$ cat src/sv/prt_pkg.sv
package prt_pkg;

  localparam int PEERS = 32;
  localparam int IDX_W = $clog2(PEERS);
  localparam int SCORE_W = 16;
  localparam int AMT_W = 11;
  localparam int TIME_W = 32;
  localparam int CNT_W = 4;
  localparam int QDEPTH = 2;

  localparam logic [3:0] OP_ADD = 4'd0;
  localparam logic [3:0] OP_REWARD = 4'd1;
  localparam logic [3:0] OP_PENALIZE = 4'd2;
  localparam logic [3:0] OP_QUERY = 4'd3;
  localparam logic [3:0] OP_SEEN = 4'd4;
  localparam logic [3:0] OP_PING = 4'd5;
  localparam logic [3:0] OP_PONG = 4'd6;
  localparam logic [3:0] OP_TICK = 4'd7;
  localparam logic [3:0] OP_HEART = 4'd8;
  localparam logic [3:0] OP_SHARE = 4'd9;
  localparam logic [3:0] OP_EVICT = 4'd10;

  localparam logic [2:0] CFG_INIT = 3'd0;
  localparam logic [2:0] CFG_THR = 3'd1;
  localparam logic [2:0] CFG_IBP = 3'd2;
  localparam logic [2:0] CFG_RAPID = 3'd3;
  localparam logic [2:0] CFG_HB = 3'd4;
  localparam logic [2:0] CFG_STALE = 3'd5;

  localparam int SCORE_CAP = 200;
  localparam int UNBAN_MARGIN = 20;
  localparam int SHARE_MIN = 20;
  localparam int RAPID_COUNT = 3;
  localparam int COUNT_MAX = 15;

  typedef struct packed {
    logic [3:0] op;
    logic [IDX_W-1:0] peer;
    logic in_range;
    logic signed [AMT_W-1:0] amount;
  } cmd_t;

  typedef struct packed {
    logic signed [SCORE_W-1:0] score;
    logic banned;
    logic [CNT_W-1:0] count;
    logic [TIME_W-1:0] seen;
    logic [TIME_W-1:0] ping;
    logic pending;
  } entry_t;

  localparam int ENTRY_W = $bits(entry_t);

  function automatic logic signed [SCORE_W-1:0] clamp(input logic signed [SCORE_W+1:0] v);
    logic signed [SCORE_W-1:0] r;
    if (v > (SCORE_W+2)'(SCORE_CAP)) r = SCORE_W'(SCORE_CAP);
    else if (v < -(SCORE_W+2)'(1 << (SCORE_W-1))) r = {1'b1, {(SCORE_W-1){1'b0}}};
    else r = v[SCORE_W-1:0];
    return r;
  endfunction

endpackage

$ cat src/sv/peer_reputation_table_top.sv
// channel | handshake           | payload
// in      | start / busy        | in_operation, in_peer, in_amount
// out     | out_valid strobe    | out_peer_out, out_found, out_score_out, out_banned_flag,
//         |                     | out_just_banned, out_last_result
// cfg     | cfg_valid/cfg_ready | cfg_index, cfg_data
// point operations go through the back end as a ram read, then write and reply
// tick and unknown codes are handled in the idle state alone; scans do one ram read per
// entry (S_SCAN, then S_SCAN_EVAL), and add a flush state when the last entry matches
// a two-entry command queue lets start be taken while the back end works
// reset is synchronous and clears the valid bits and the seconds clock
// results cannot be stalled
module peer_reputation_table_top (
  input  logic               clk,
  input  logic               rst_n,
  input  logic               start,
  output logic               busy,
  input  logic [3:0]         in_operation,
  input  logic [4:0]         in_peer,
  input  logic signed [10:0] in_amount,
  output logic               out_valid,
  output logic [4:0]         out_peer_out,
  output logic               out_found,
  output logic signed [15:0] out_score_out,
  output logic               out_banned_flag,
  output logic               out_just_banned,
  output logic               out_last_result,
  input  logic               cfg_valid,
  output logic               cfg_ready,
  input  logic [2:0]         cfg_index,
  input  logic [31:0]        cfg_data
);
  logic q_valid, q_pop;
  prt_pkg::cmd_t q_cmd;
  logic signed [15:0] init_score, ban_thr;
  logic signed [10:0] ibp, rapid;
  logic [31:0] hb_to, stale_to;

  prt_cfg u_cfg (.*);

  prt_front u_front (.*);

  prt_back u_back (.*);
endmodule

$ cat src/sv/prt_ram.sv
module prt_ram #(
  parameter int WIDTH = 8,
  parameter int DEPTH = 32
) (
  input  logic                     clk,
  input  logic                     we,
  input  logic [$clog2(DEPTH)-1:0] waddr,
  input  logic [WIDTH-1:0]         wdata,
  input  logic [$clog2(DEPTH)-1:0] raddr,
  output logic [WIDTH-1:0]         rdata
);
  logic [WIDTH-1:0] mem [DEPTH];

  always_ff @(posedge clk) begin
    if (we) mem[waddr] <= wdata;
    rdata <= mem[raddr];
  end
endmodule

$ cat src/sv/prt_front.sv
module prt_front (
  input  logic                            clk,
  input  logic                            rst_n,
  input  logic                            start,
  output logic                            busy,
  input  logic [3:0]                      in_operation,
  input  logic [4:0]                      in_peer,
  input  logic signed [10:0]              in_amount,
  output logic                            q_valid,
  output prt_pkg::cmd_t                   q_cmd,
  input  logic                            q_pop
);
  prt_pkg::cmd_t q_r [prt_pkg::QDEPTH];
  prt_pkg::cmd_t q0_nxt, q1_nxt;
  logic [1:0] cnt_r, cnt_nxt;
  logic [1:0] slot;
  logic push;
  prt_pkg::cmd_t c;

  assign busy = (cnt_r == 2'(prt_pkg::QDEPTH));
  assign push = start && !busy;
  assign q_valid = (cnt_r != 2'd0);
  assign q_cmd = q_r[0];

  always_comb begin
    c.op = in_operation;
    c.peer = in_peer[prt_pkg::IDX_W-1:0];
    c.in_range = (32'(in_peer) < 32'(prt_pkg::PEERS));
    c.amount = in_amount;
    cnt_nxt = cnt_r + 2'(push) - 2'(q_pop);
    slot = cnt_r - 2'(q_pop);
    q0_nxt = q_pop ? q_r[1] : q_r[0];
    q1_nxt = q_r[1];
    if (push) begin
      if (slot == 2'd0) q0_nxt = c;
      else q1_nxt = c;
    end
  end

  always_ff @(posedge clk) begin
    if (!rst_n) begin
      cnt_r <= 2'd0;
    end else begin
      cnt_r <= cnt_nxt;
    end
    q_r[0] <= q0_nxt;
    q_r[1] <= q1_nxt;
  end

  assert property (@(posedge clk) disable iff (!rst_n) q_pop |-> q_valid)
    else $error("pop from empty queue");
  assert property (@(posedge clk) disable iff (!rst_n) cnt_r <= 2'(prt_pkg::QDEPTH))
    else $error("queue overflow");
  assert property (@(posedge clk) disable iff (!rst_n) push && !q_pop |=> q_valid)
    else $error("push lost");
endmodule

$ cat src/sv/prt_back.sv
module prt_back (
  input  logic                          clk,
  input  logic                          rst_n,
  input  logic                          q_valid,
  input  prt_pkg::cmd_t                 q_cmd,
  output logic                          q_pop,
  input  logic signed [15:0]            init_score,
  input  logic signed [15:0]            ban_thr,
  input  logic signed [10:0]            ibp,
  input  logic signed [10:0]            rapid,
  input  logic [31:0]                   hb_to,
  input  logic [31:0]                   stale_to,
  output logic                          out_valid,
  output logic [4:0]                    out_peer_out,
  output logic                          out_found,
  output logic signed [15:0]            out_score_out,
  output logic                          out_banned_flag,
  output logic                          out_just_banned,
  output logic                          out_last_result
);
  typedef enum logic [2:0] {S_IDLE, S_READ, S_SCAN, S_SCAN_EVAL, S_FLUSH} state_t;
  localparam int IW = prt_pkg::IDX_W;

  state_t state_r;
  prt_pkg::cmd_t cmd_r;
  logic [prt_pkg::PEERS-1:0] valid_r;
  logic [31:0] clock_r;
  logic [IW:0] idx_r;
  logic hold_r;
  logic [4:0] h_peer_r;
  logic signed [15:0] h_score_r;
  logic h_ban_r;

  logic we;
  logic [IW-1:0] raddr;
  prt_pkg::entry_t rd, wd;

  prt_ram #(.WIDTH(prt_pkg::ENTRY_W), .DEPTH(prt_pkg::PEERS)) u_ram (
    .clk(clk), .we(we), .waddr(cmd_r.peer), .wdata(wd), .raddr(raddr), .rdata(rd)
  );

  logic here, hit;
  logic signed [17:0] s1;
  logic signed [15:0] sc1, sc2;
  logic [3:0] cnt1;
  logic jb;
  logic [IW-1:0] sidx;
  logic [31:0] dping, dseen;

  assign sidx = idx_r[IW-1:0];
  assign raddr = (state_r == S_IDLE) ? q_cmd.peer : sidx;
  assign q_pop = (state_r == S_IDLE) && q_valid;
  assign here = cmd_r.in_range && valid_r[cmd_r.peer];
  assign dping = clock_r - rd.ping;
  assign dseen = clock_r - rd.seen;

  always_comb begin
    s1 = 18'(rd.score) + 18'(cmd_r.amount);
    sc1 = prt_pkg::clamp(s1);
    cnt1 = rd.count;
    sc2 = sc1;
    if (cmd_r.amount == ibp) begin
      if (rd.count != 4'(prt_pkg::COUNT_MAX)) cnt1 = rd.count + 4'd1;
      if (cnt1 == 4'(prt_pkg::RAPID_COUNT)) sc2 = prt_pkg::clamp(18'(sc1) + 18'(rapid));
    end
    jb = (sc2 <= ban_thr);
    wd = rd;
    we = 1'b0;
    if (state_r == S_READ && here) begin
      unique case (cmd_r.op)
        prt_pkg::OP_REWARD: begin
          we = 1'b1;
          wd.score = sc1;
          if (rd.banned && 18'(sc1) > 18'(ban_thr) + 18'(prt_pkg::UNBAN_MARGIN)) begin
            wd.banned = 1'b0;
            wd.count = '0;
          end
        end
        prt_pkg::OP_PENALIZE: begin
          we = 1'b1;
          wd.score = sc2;
          wd.count = cnt1;
          if (jb) wd.banned = 1'b1;
        end
        prt_pkg::OP_SEEN: begin
          we = 1'b1;
          wd.seen = clock_r;
        end
        prt_pkg::OP_PING: begin
          we = !rd.pending;
          wd.ping = clock_r;
          wd.pending = 1'b1;
        end
        prt_pkg::OP_PONG: begin
          we = 1'b1;
          wd.pending = 1'b0;
          wd.seen = clock_r;
        end
        default: we = 1'b0;
      endcase
    end
    if (state_r == S_READ && cmd_r.op == prt_pkg::OP_ADD && cmd_r.in_range && !here) begin
      we = 1'b1;
      wd.score = init_score;
      wd.banned = 1'b0;
      wd.count = '0;
      wd.seen = clock_r;
      wd.ping = '0;
      wd.pending = 1'b0;
    end
    hit = 1'b0;
    if (valid_r[sidx]) begin
      case (cmd_r.op)
        prt_pkg::OP_HEART: hit = rd.pending && (dping > hb_to);
        prt_pkg::OP_SHARE: hit = !rd.banned && (rd.score > 16'(prt_pkg::SHARE_MIN));
        default: hit = dseen > stale_to;
      endcase
    end
  end

  always_ff @(posedge clk) begin
    if (!rst_n) begin
      state_r <= S_IDLE;
      valid_r <= '0;
      clock_r <= '0;
      out_valid <= 1'b0;
      hold_r <= 1'b0;
    end else begin
      out_valid <= 1'b0;
      unique case (state_r)
        S_IDLE: begin
          if (q_valid) begin
            cmd_r <= q_cmd;
            idx_r <= '0;
            hold_r <= 1'b0;
            if (q_cmd.op == prt_pkg::OP_TICK) begin
              clock_r <= clock_r + 32'd1;
            end else if (q_cmd.op == prt_pkg::OP_HEART || q_cmd.op == prt_pkg::OP_SHARE
                         || q_cmd.op == prt_pkg::OP_EVICT) begin
              state_r <= S_SCAN;
            end else if (q_cmd.op <= prt_pkg::OP_PONG) begin
              state_r <= S_READ;
            end
          end
        end
        S_READ: begin
          state_r <= S_IDLE;
          if (cmd_r.op == prt_pkg::OP_ADD && cmd_r.in_range && !here)
            valid_r[cmd_r.peer] <= 1'b1;
          if (cmd_r.op == prt_pkg::OP_PENALIZE || cmd_r.op == prt_pkg::OP_QUERY) begin
            out_valid <= 1'b1;
            out_peer_out <= 5'(cmd_r.peer);
            out_found <= here;
            out_last_result <= 1'b1;
            out_score_out <= '0;
            out_banned_flag <= 1'b0;
            out_just_banned <= 1'b0;
            if (here) begin
              if (cmd_r.op == prt_pkg::OP_PENALIZE) begin
                out_score_out <= sc2;
                out_banned_flag <= rd.banned | jb;
                out_just_banned <= jb;
              end else begin
                out_score_out <= rd.score;
                out_banned_flag <= rd.banned;
              end
            end
          end
        end
        S_SCAN: begin
          state_r <= S_SCAN_EVAL;
        end
        S_SCAN_EVAL: begin
          if (hit) begin
            if (hold_r) begin
              out_valid <= 1'b1;
              out_peer_out <= h_peer_r;
              out_found <= 1'b1;
              out_score_out <= h_score_r;
              out_banned_flag <= h_ban_r;
              out_just_banned <= 1'b0;
              out_last_result <= 1'b0;
            end
            hold_r <= 1'b1;
            h_peer_r <= 5'(sidx);
            h_score_r <= rd.score;
            h_ban_r <= rd.banned;
            if (cmd_r.op == prt_pkg::OP_EVICT) valid_r[sidx] <= 1'b0;
          end
          if (idx_r == (IW+1)'(prt_pkg::PEERS - 1)) begin
            if (hit) begin
              state_r <= S_FLUSH;
            end else begin
              state_r <= S_IDLE;
              if (hold_r) begin
                out_valid <= 1'b1;
                out_peer_out <= h_peer_r;
                out_found <= 1'b1;
                out_score_out <= h_score_r;
                out_banned_flag <= h_ban_r;
                out_just_banned <= 1'b0;
                out_last_result <= 1'b1;
              end
            end
          end else begin
            idx_r <= idx_r + 1'b1;
            state_r <= S_SCAN;
          end
        end
        S_FLUSH: begin
          state_r <= S_IDLE;
          out_valid <= 1'b1;
          out_peer_out <= h_peer_r;
          out_found <= 1'b1;
          out_score_out <= h_score_r;
          out_banned_flag <= h_ban_r;
          out_just_banned <= 1'b0;
          out_last_result <= 1'b1;
        end
        default: state_r <= S_IDLE;
      endcase
    end
  end

  assert property (@(posedge clk) disable iff (!rst_n) q_pop |-> state_r == S_IDLE)
    else $error("pop while working");
  assert property (@(posedge clk) disable iff (!rst_n)
    state_r == S_SCAN |=> state_r == S_SCAN_EVAL)
    else $error("scan sequence broken");
  assert property (@(posedge clk) disable iff (!rst_n)
    state_r == S_READ |=> state_r == S_IDLE)
    else $error("read did not finish");
  assert property (@(posedge clk) disable iff (!rst_n)
    state_r == S_FLUSH |=> state_r == S_IDLE)
    else $error("flush did not finish");
endmodule

$ cat src/sv/prt_cfg.sv
module prt_cfg (
  input  logic               clk,
  input  logic               rst_n,
  input  logic               cfg_valid,
  output logic               cfg_ready,
  input  logic [2:0]         cfg_index,
  input  logic [31:0]        cfg_data,
  output logic signed [15:0] init_score,
  output logic signed [15:0] ban_thr,
  output logic signed [10:0] ibp,
  output logic signed [10:0] rapid,
  output logic [31:0]        hb_to,
  output logic [31:0]        stale_to
);
  assign cfg_ready = 1'b1;

  always_ff @(posedge clk) begin
    if (!rst_n) begin
      init_score <= 16'sd100;
      ban_thr <= -16'sd100;
      ibp <= -11'sd50;
      rapid <= -11'sd100;
      hb_to <= 32'd30;
      stale_to <= 32'd300;
    end else if (cfg_valid) begin
      unique case (cfg_index)
        prt_pkg::CFG_INIT: init_score <= cfg_data[15:0];
        prt_pkg::CFG_THR: ban_thr <= cfg_data[15:0];
        prt_pkg::CFG_IBP: ibp <= cfg_data[10:0];
        prt_pkg::CFG_RAPID: rapid <= cfg_data[10:0];
        prt_pkg::CFG_HB: hb_to <= cfg_data;
        prt_pkg::CFG_STALE: stale_to <= cfg_data;
        default: ;
      endcase
    end
  end
endmodule

$ cat config.mk
export PLATFORM = sky130hd
export DESIGN_NAME = peer_reputation_table_top
export DESIGN_NICKNAME = d
export VERILOG_FILES = /design/src/sv/prt_pkg.sv /design/src/sv/peer_reputation_table_top.sv /design/src/sv/prt_ram.sv /design/src/sv/prt_front.sv /design/src/sv/prt_back.sv /design/src/sv/prt_cfg.sv
export SDC_FILE = /design/constraint.sdc
export NUM_CORES = 2
export LEC_CHECK = 0
export BUFFER_PORTS_ARGS = -buffer_cell sky130_fd_sc_hd__buf_2
export CAP_MARGIN = 5
export CORE_MARGIN = 10
export CORE_UTILIZATION = 40
export DETAILED_ROUTE_END_ITERATION = 12
export PLACE_DENSITY = 0.61
export RECOVER_POWER = 50
export SYNTH_ARGS = -nofsm -noshare
export SYNTH_HDL_FRONTEND = slang
export SYNTH_SLANG_ARGS = --single-unit
export TNS_END_PERCENT = 20
$ cat constraint.sdc
create_clock -name clk -period 8.3 [get_ports clk]
set_input_delay 0.415 -clock clk [delete_from_list [all_inputs] [get_ports clk]]
set_output_delay 0.415 -clock clk [all_outputs]
set_load 0.02 [all_outputs]
# Yosys cells after proc, flatten, opt, wreduce, memory -nomap -nowiden
# Memories as Yosys holds them, arrays and structs flattened. A register that Yosys moved wholly into a read port is not among the register bits.
# Cells that the tools add are included.
# word_totals
ramBits,2794
mem_count,2
register_bits,263
latchBits,0
elab_cells,247
inputBits,59
romBits,0
out_inout_bits,28
# classes
n_div,0
order_cmp,14
bitwise,4
addsub,11
eq_ne,35
n_mul,0
shifts,0
reduce_logical,45
n_mux,110
# mem_list
name,depth,word_bits,rd,rd_ports_with_merged_regs,write_ports,line,text
u_back.u_ram.mem,32,86,1,1,1,prt_ram.sv:12,logic [WIDTH-1:0] mem [DEPTH];
u_front.q_r,2,21,2,0,2,prt_front.sv:13,prt_pkg::cmd_t q_r [prt_pkg::QDEPTH];
# ops
cell,n
$mux 16,14
$mux 86,2
$mux 32,5
$mux 21,5
$gt 32x32->1,2
$pmux 32 s2,1
$sub 32x32->32,2
$pmux 16 s3,1
$mux 1,46
$pmux 21 s2,1
$mux 5,8
$gt 18x9->1 const B,2
$lt 18x16->1 const B,2
$add 16x11->17,2
$add 32x1->32 const B,1
$and 32x32->32,1
$not 32->32,1
$or 32x32->32,1
$eq 4x4->1 const B,6
$mux 3,6
$reduce_and 3->1,6
$add 16x6->17 const B,1
$gt 16x17->1,1
$eq 4x3->1 const B,4
other kinds (43),98

# Longest topological paths before layout
# logic_depth
word_depth,16
ltp_mapped,45
depth_no_buf,42

# Hierarchy
# A second synthesis with hierarchy kept.
# hier_totals
cells_unflattened,7701
hier_area_um2,129425.4
# by_module_without_submodules
module,cells_each,seq_area_each_um2,area_per_inst_um2,instances
prt_ram,5022,84360.9,106256.9,1
prt_back,2104,3603.5,16672.2,1
prt_cfg,444,2362.3,4560.6,1
prt_front,131,1061.0,1935.6,1

# Least setup slack after synthesis
# No wires, ideal clock.
# synth_timing
path_kind,register to register
start,reg u_back.cmd_r[10] (netlist name)
end,mem u_back.u_ram.mem[0][69] (netlist name) (data pin)
slack_ns,-0.073
required_time_ns,7.923
path_stages_with_launch,42
synth_period_minus_slack_ns,8.373
setup_ns,0.377
t_arrival_ns,7.996
n_path_buf,3
path_cell_list,edfxtp_1 ha_1 buf_2 a21o_1 a221oi_2 o21bai_1 or4_4 a32oi_1 and4b_2 a21o_1 o31ai_1 ha_1 clkbuf_1 nor2_1 inv_1 and2_1 maj3_1 o21ai_0 [6 not listed] o21a_1 buf_6 o31ai_1 ha_1 o21a_1 o21ai_0 nand2b_1 a21oi_1 nor2b_1 o21ai_0 nand2b_1 a21oi_1 nor3_1 nor2_1 a31oi_1 o21a_1 nand2b_1 a21oi_1
# synth_between
elab_chain_cells,15
word_cells_on_any_way,21
classes_between,add/sub (2); order compare (6); eq/ne (1); mux (11); reduce/logical (1)
# synth_lines
item,line,text
from (decl),prt_back.sv:25,prt_pkg::cmd_t cmd_r;
from (signal assigned),prt_back.sv:133,cmd_r <= q_cmd;
$add 16x11->17,prt_back.sv:58,s1 = 18'(rd.score) + 18'(cmd_r.amount);
$lt 18x16->1,prt_pkg.sv:57,"else if (v < -(SCORE_W+2)'(1 << (SCORE_W-1))) r = {1'b1, {(SCORE_W-1){1'b0}}};"
$mux 16,prt_pkg.sv:57,
$mux 16,prt_pkg.sv:56,if (v > (SCORE_W+2)'(SCORE_CAP)) r = SCORE_W'(SCORE_CAP);
$add 16x11->17,prt_back.sv:64,if (cnt1 == 4'(prt_pkg::RAPID_COUNT)) sc2 = prt_pkg::clamp(18'(sc1) + 18'(rapid));
$lt 18x16->1,prt_pkg.sv:57,
$mux 16,prt_pkg.sv:57,
$mux 16,prt_pkg.sv:56,
$mux 16,prt_back.sv:64,
$mux 16,prt_back.sv:62,if (cmd_r.amount == ibp) begin
$le 16x16->1,prt_back.sv:66,jb = (sc2 <= ban_thr);
$mux 1,prt_back.sv:83,if (jb) wd.banned = 1'b1;
$pmux 21 s2 (*),prt_back.sv:70,unique case (cmd_r.op)
$mux 86 (*),prt_back.sv:69,if (state_r == S_READ && here) begin
$mux 86 (*),prt_back.sv:102,if (state_r == S_READ && cmd_r.op == prt_pkg::OP_ADD && cmd_r.in_range && !here) begin
net u_back.u_ram.wdata[69],prt_ram.sv:8,"input logic [WIDTH-1:0] wdata,"
to (decl),prt_ram.sv:12,
# Mark *: on every way through the listed nets, which the timed path passes. The rest lies on a longest branch.

# Worst setup path in the final report
# layout_timing
start,reg u_back.cmd_r[12] (netlist name)
end,"mem u_back.u_ram.mem[21][40] (netlist name), enable pin"
# layout_between
elab_chain_cells,8
word_cells_on_any_way,10
classes_between,mux (6); reduce/logical (4)
# layout_lines
item,line,text
$bmux 1 s5,prt_back.sv:53,assign here = cmd_r.in_range && valid_r[cmd_r.peer];
$mux 1 (not written as such),prt_back.sv:53,
$logic_and 1x1->1,prt_back.sv:53,
$logic_and 1x1->1 / $logic_not 1->1 (equally long branches),"prt_back.sv:69, prt_back.sv:102",
$mux 1 / $logic_and 1x1->1 (equally long branches),"prt_back.sv:69, prt_back.sv:102",
$mux 1,prt_back.sv:102,
$mux 1,prt_ram.sv:15,if (we) mem[waddr] <= wdata;
$mux 1 (not written as such),prt_ram.sv:15,
# Parallel ways exist; a longest one is shown, timed or not. The select of a mux whose other input is x is not followed.

==> results.md <==
* Final cell count without fillers at ~13000
* Gpl congestion at 0.924
* M1 wire length at 154000 um
* Hold Fails Final Rpt at 0
* Worst-path cell chain: mux4_2 -> a22oi_1 -> nand4_1 -> nand2_1 -> nor3b_1 -> nand2_2 -> clkbuf_1 -> o211ai_1 -> nand3b_1 -> nor2_4 -> clkbuf_2
* Iter 0 DRT Violations at just over 8000
* Post-synth EDFFs at ~2800
* Critical path data arrival time at 8.04 ns
* Yosys warning count at 0
* Clock skew at 0.0784 ns
* Failing checks: max-capacitance violations, max-slew violations
* Final nets at about 8500
* Leakage power at 48.8 nW
* Die Y at around 590 um
* Worst-skew pair later-pin latency at 0.93 ns
* Initial antenna violation count at 12
* Filler cells at around 28000
* I/O Buffers at 85
* Core box area at approximately 320000 um2
* Initial Util at 40.2%
* Placed cells at about 12000
* CTS Root Cell: clkbuf_16
* Post-synth top flop: edfxtp_1
* CP delay by family, top: buffers and inverters
* Share of layout cells above drive strength 1 at 18.3%
* Hold Crit Class: primary input to flip-flop
* Cells after Synth at slightly below 8000
* Max-cap violations at 46
* Synth top area share at 66.2%
* Register bit total from synthesis at between 3000 and 4000
* Gr usage total at 20.6%
* Final WL at 368000 um
* Achievable Freq at about 120 MHz
* Slew Limit Fails at roughly 1900
* Ys async rst share at 0%
* Mapped Nets at ~8100
* Worst setup SP type: flip-flop
* Largest net degree at the start of global routing at 137
* Total grt overflow at 0
* Mapped Area at 129000 um2
* Yosys top cell by area: edfxtp_1
* Post-DRT Antenna Nets at 0
* WS Path Type: flip-flop to flip-flop
* # IOs at 87
* Slew @ Worst Pin at around 4.6 ns
* Max Root-Sink Buffers at 4
* Top Metal Used: met5
* Synth cell count leaders: edfxtp_1, nand2_1, mux4_2
* Register area share after synthesis at 70.8%
* Synth area leaders: edfxtp_1, mux4_2, dfxtp_1
* CTS tree: done
* Crit-path slowest cell: clkbuf_2
* TritonCTS buffer count at 326
* Die W at 588 um
* Area delta synth->final at 14.4%
* CP max FO at 56
* Vias at 74104
* Vias in the first global route at 73818
* Minimum clock period at 8.06 ns
* Die area at ~350000 um2
* Reg clk slew, reported paths at 0.07 ns
* Count leader, synth: edfxtp_1
* Fin crit share at 97.1%
* CTS Sinks at between 3000 and 4000
* First-pass DRT Iterations at 6
* Setup violators final at 0
* Max_slew headroom at -207%
* Drt wl/cell at 28.8 um
* First-pass GRT wire length at 532000 um
* CP bufs+invs at 2
* Post-DP HPWL at 202000 um
* Metal3 WL at 27200 um
* Slowest Stage Delay on Critical Path at around 1.5 ns
* Peak supply drop at 0.401 mV
* P per Cell Area at just under 400 nW/um2
* Design Power at between 50 and 60 mW
* # DRC at 0
* CP required at 8.28 ns
* Met2 routed WL at 176000 um
* Synth cell types at 102
* Site row count at 208
* # H-tree levels at 5
* Worst Setup End Kind: flip-flop
* Via density at 5.78
* Status: finished, violations left
* Syn Area/Cell at between 15 and 20 um2
==> cell type report <==
cell class | count | area (um2) | area share (%)
Inverter | 202 | 758 | 0.514
Tap cell | 4305 | 5390 | 3.65
Clock buffer | 432 | 8810 | 5.97
Clock inverter | 170 | 1850 | 1.25
Sequential cell | 3142 | 91400 | 61.9
Timing Repair Buffer | 419 | 3440 | 2.33
Multi-Input combinational cell | 4135 | 36000 | 24.4
Antenna cell | 6 | 15.0 | 0.0102
==> cell usage in the layout, fill, tap and decap left out, types with 123 or more instances in the layout <==
cell type  count
edfxtp_1    2846
nand2_1     1247
mux4_2       704
nand3_1      497
clkbuf_16    333
dfxtp_1      296
inv_1        202
o21ai_0      197
clkbuf_1     192
ha_1         182
nor2_1       159
buf_4        150
a21boi_0     123
==> final timing paths <==
check	from	endpoint	slack, ns	depth (start not counted)
setup / recovery	u_back.cmd_r[12]$_DFFE_PP_	u_back.u_ram.mem[21][40]$_DFFE_PP_	0.24	11
hold / removal	cfg_valid	u_cfg.ban_thr[5]$_SDFFE_PN0P_	0.12	4
setup reg to reg	u_back.cmd_r[12]$_DFFE_PP_	u_back.u_ram.mem[21][40]$_DFFE_PP_	0.24	11
hold reg to reg	u_front.q_r[0][1]$_DFF_P_	u_back.cmd_r[1]$_DFFE_PP_	0.45	0
==> timing repair <==
action / 4_1_cts / 5_1_grt
gates cloned: 0 / 3
setup buffers: 2 / 7
resized for setup: 6 / 55
hold buffers: 53 / 0
endpoints found under the hold margin: 155 / 0
setup endpoints to repair: 39 / 111
pin swaps: 1 / 27
==> worst min-delay path, cell delays in order <==
cell and delay (ns):
buf_2 0.17, nand3_1 0.19, nand2_1 0.07, a21boi_0 0.15
==> state kept, by name, indices dropped and copies added (netlist names), 21 cells and up <==
name / flops
u_back.u_ram.rdata: 86
u_back.cmd_r: 21
u_cfg.hb_to: 32
u_back.u_ram.mem: 2752
u_cfg.stale_to: 32
u_back.clock_r: 32
u_back.valid_r: 32
u_front.q_r: 41
==> metal layers <==
| layer | global-route usage, % | vias up |
|---|---|---|
| met2 | 33.5 | 3141 |
| li1 | - | 31346 |
| met1 | 29.0 | 38981 |
| met4 | 5.70 | 6 |
| met3 | 3.03 | 630 |
| met5 | 0 | - |
==> through the flow <==
stage	utilization (%)	hold slack [ns]	setup WS, ns	TNS (ns)	instance area (um2)
floorplan	-	0.408	0.317	0	129000
global placement	42.5	0.419	-0.122	-3.92	137000
detailed placement	42.5	0.417	-0.126	-3.24	137000
CTS	46.0	0.0211	0.00125	0	148000
global route	46.0	0.120	-0.0416	-1.07	148000
finish	46.0	0.125	0.242	0	148000
==> where the power goes <==
part           total (mW)  internal, mW  switching [mW]
Sequential           20.5          20.0           0.484
Combinational        22.8          8.83            14.0
Clock                14.6          8.39            6.22
Total                57.9          37.2            20.7
==> logic make-up (layout without fill, tap and decap cells) <==
family | after synthesis | after routing | synth area share (%)
and+or+nand+nor | 2246 | 2246 | 7.70
adders and majority gates | 197 | 197 | 1.92
xor gates and xnor gates | 140 | 140 | 0.950
AOI/OAI and AO/OA | 803 | 803 | 4.16
other | 1 | 7 | 0.00291
buffers and inverters | 598 | 1223 | 1.76
muxes | 748 | 748 | 12.7
DFF | 3142 | 3142 | 70.8
Power figures use the tool's default switching activity.
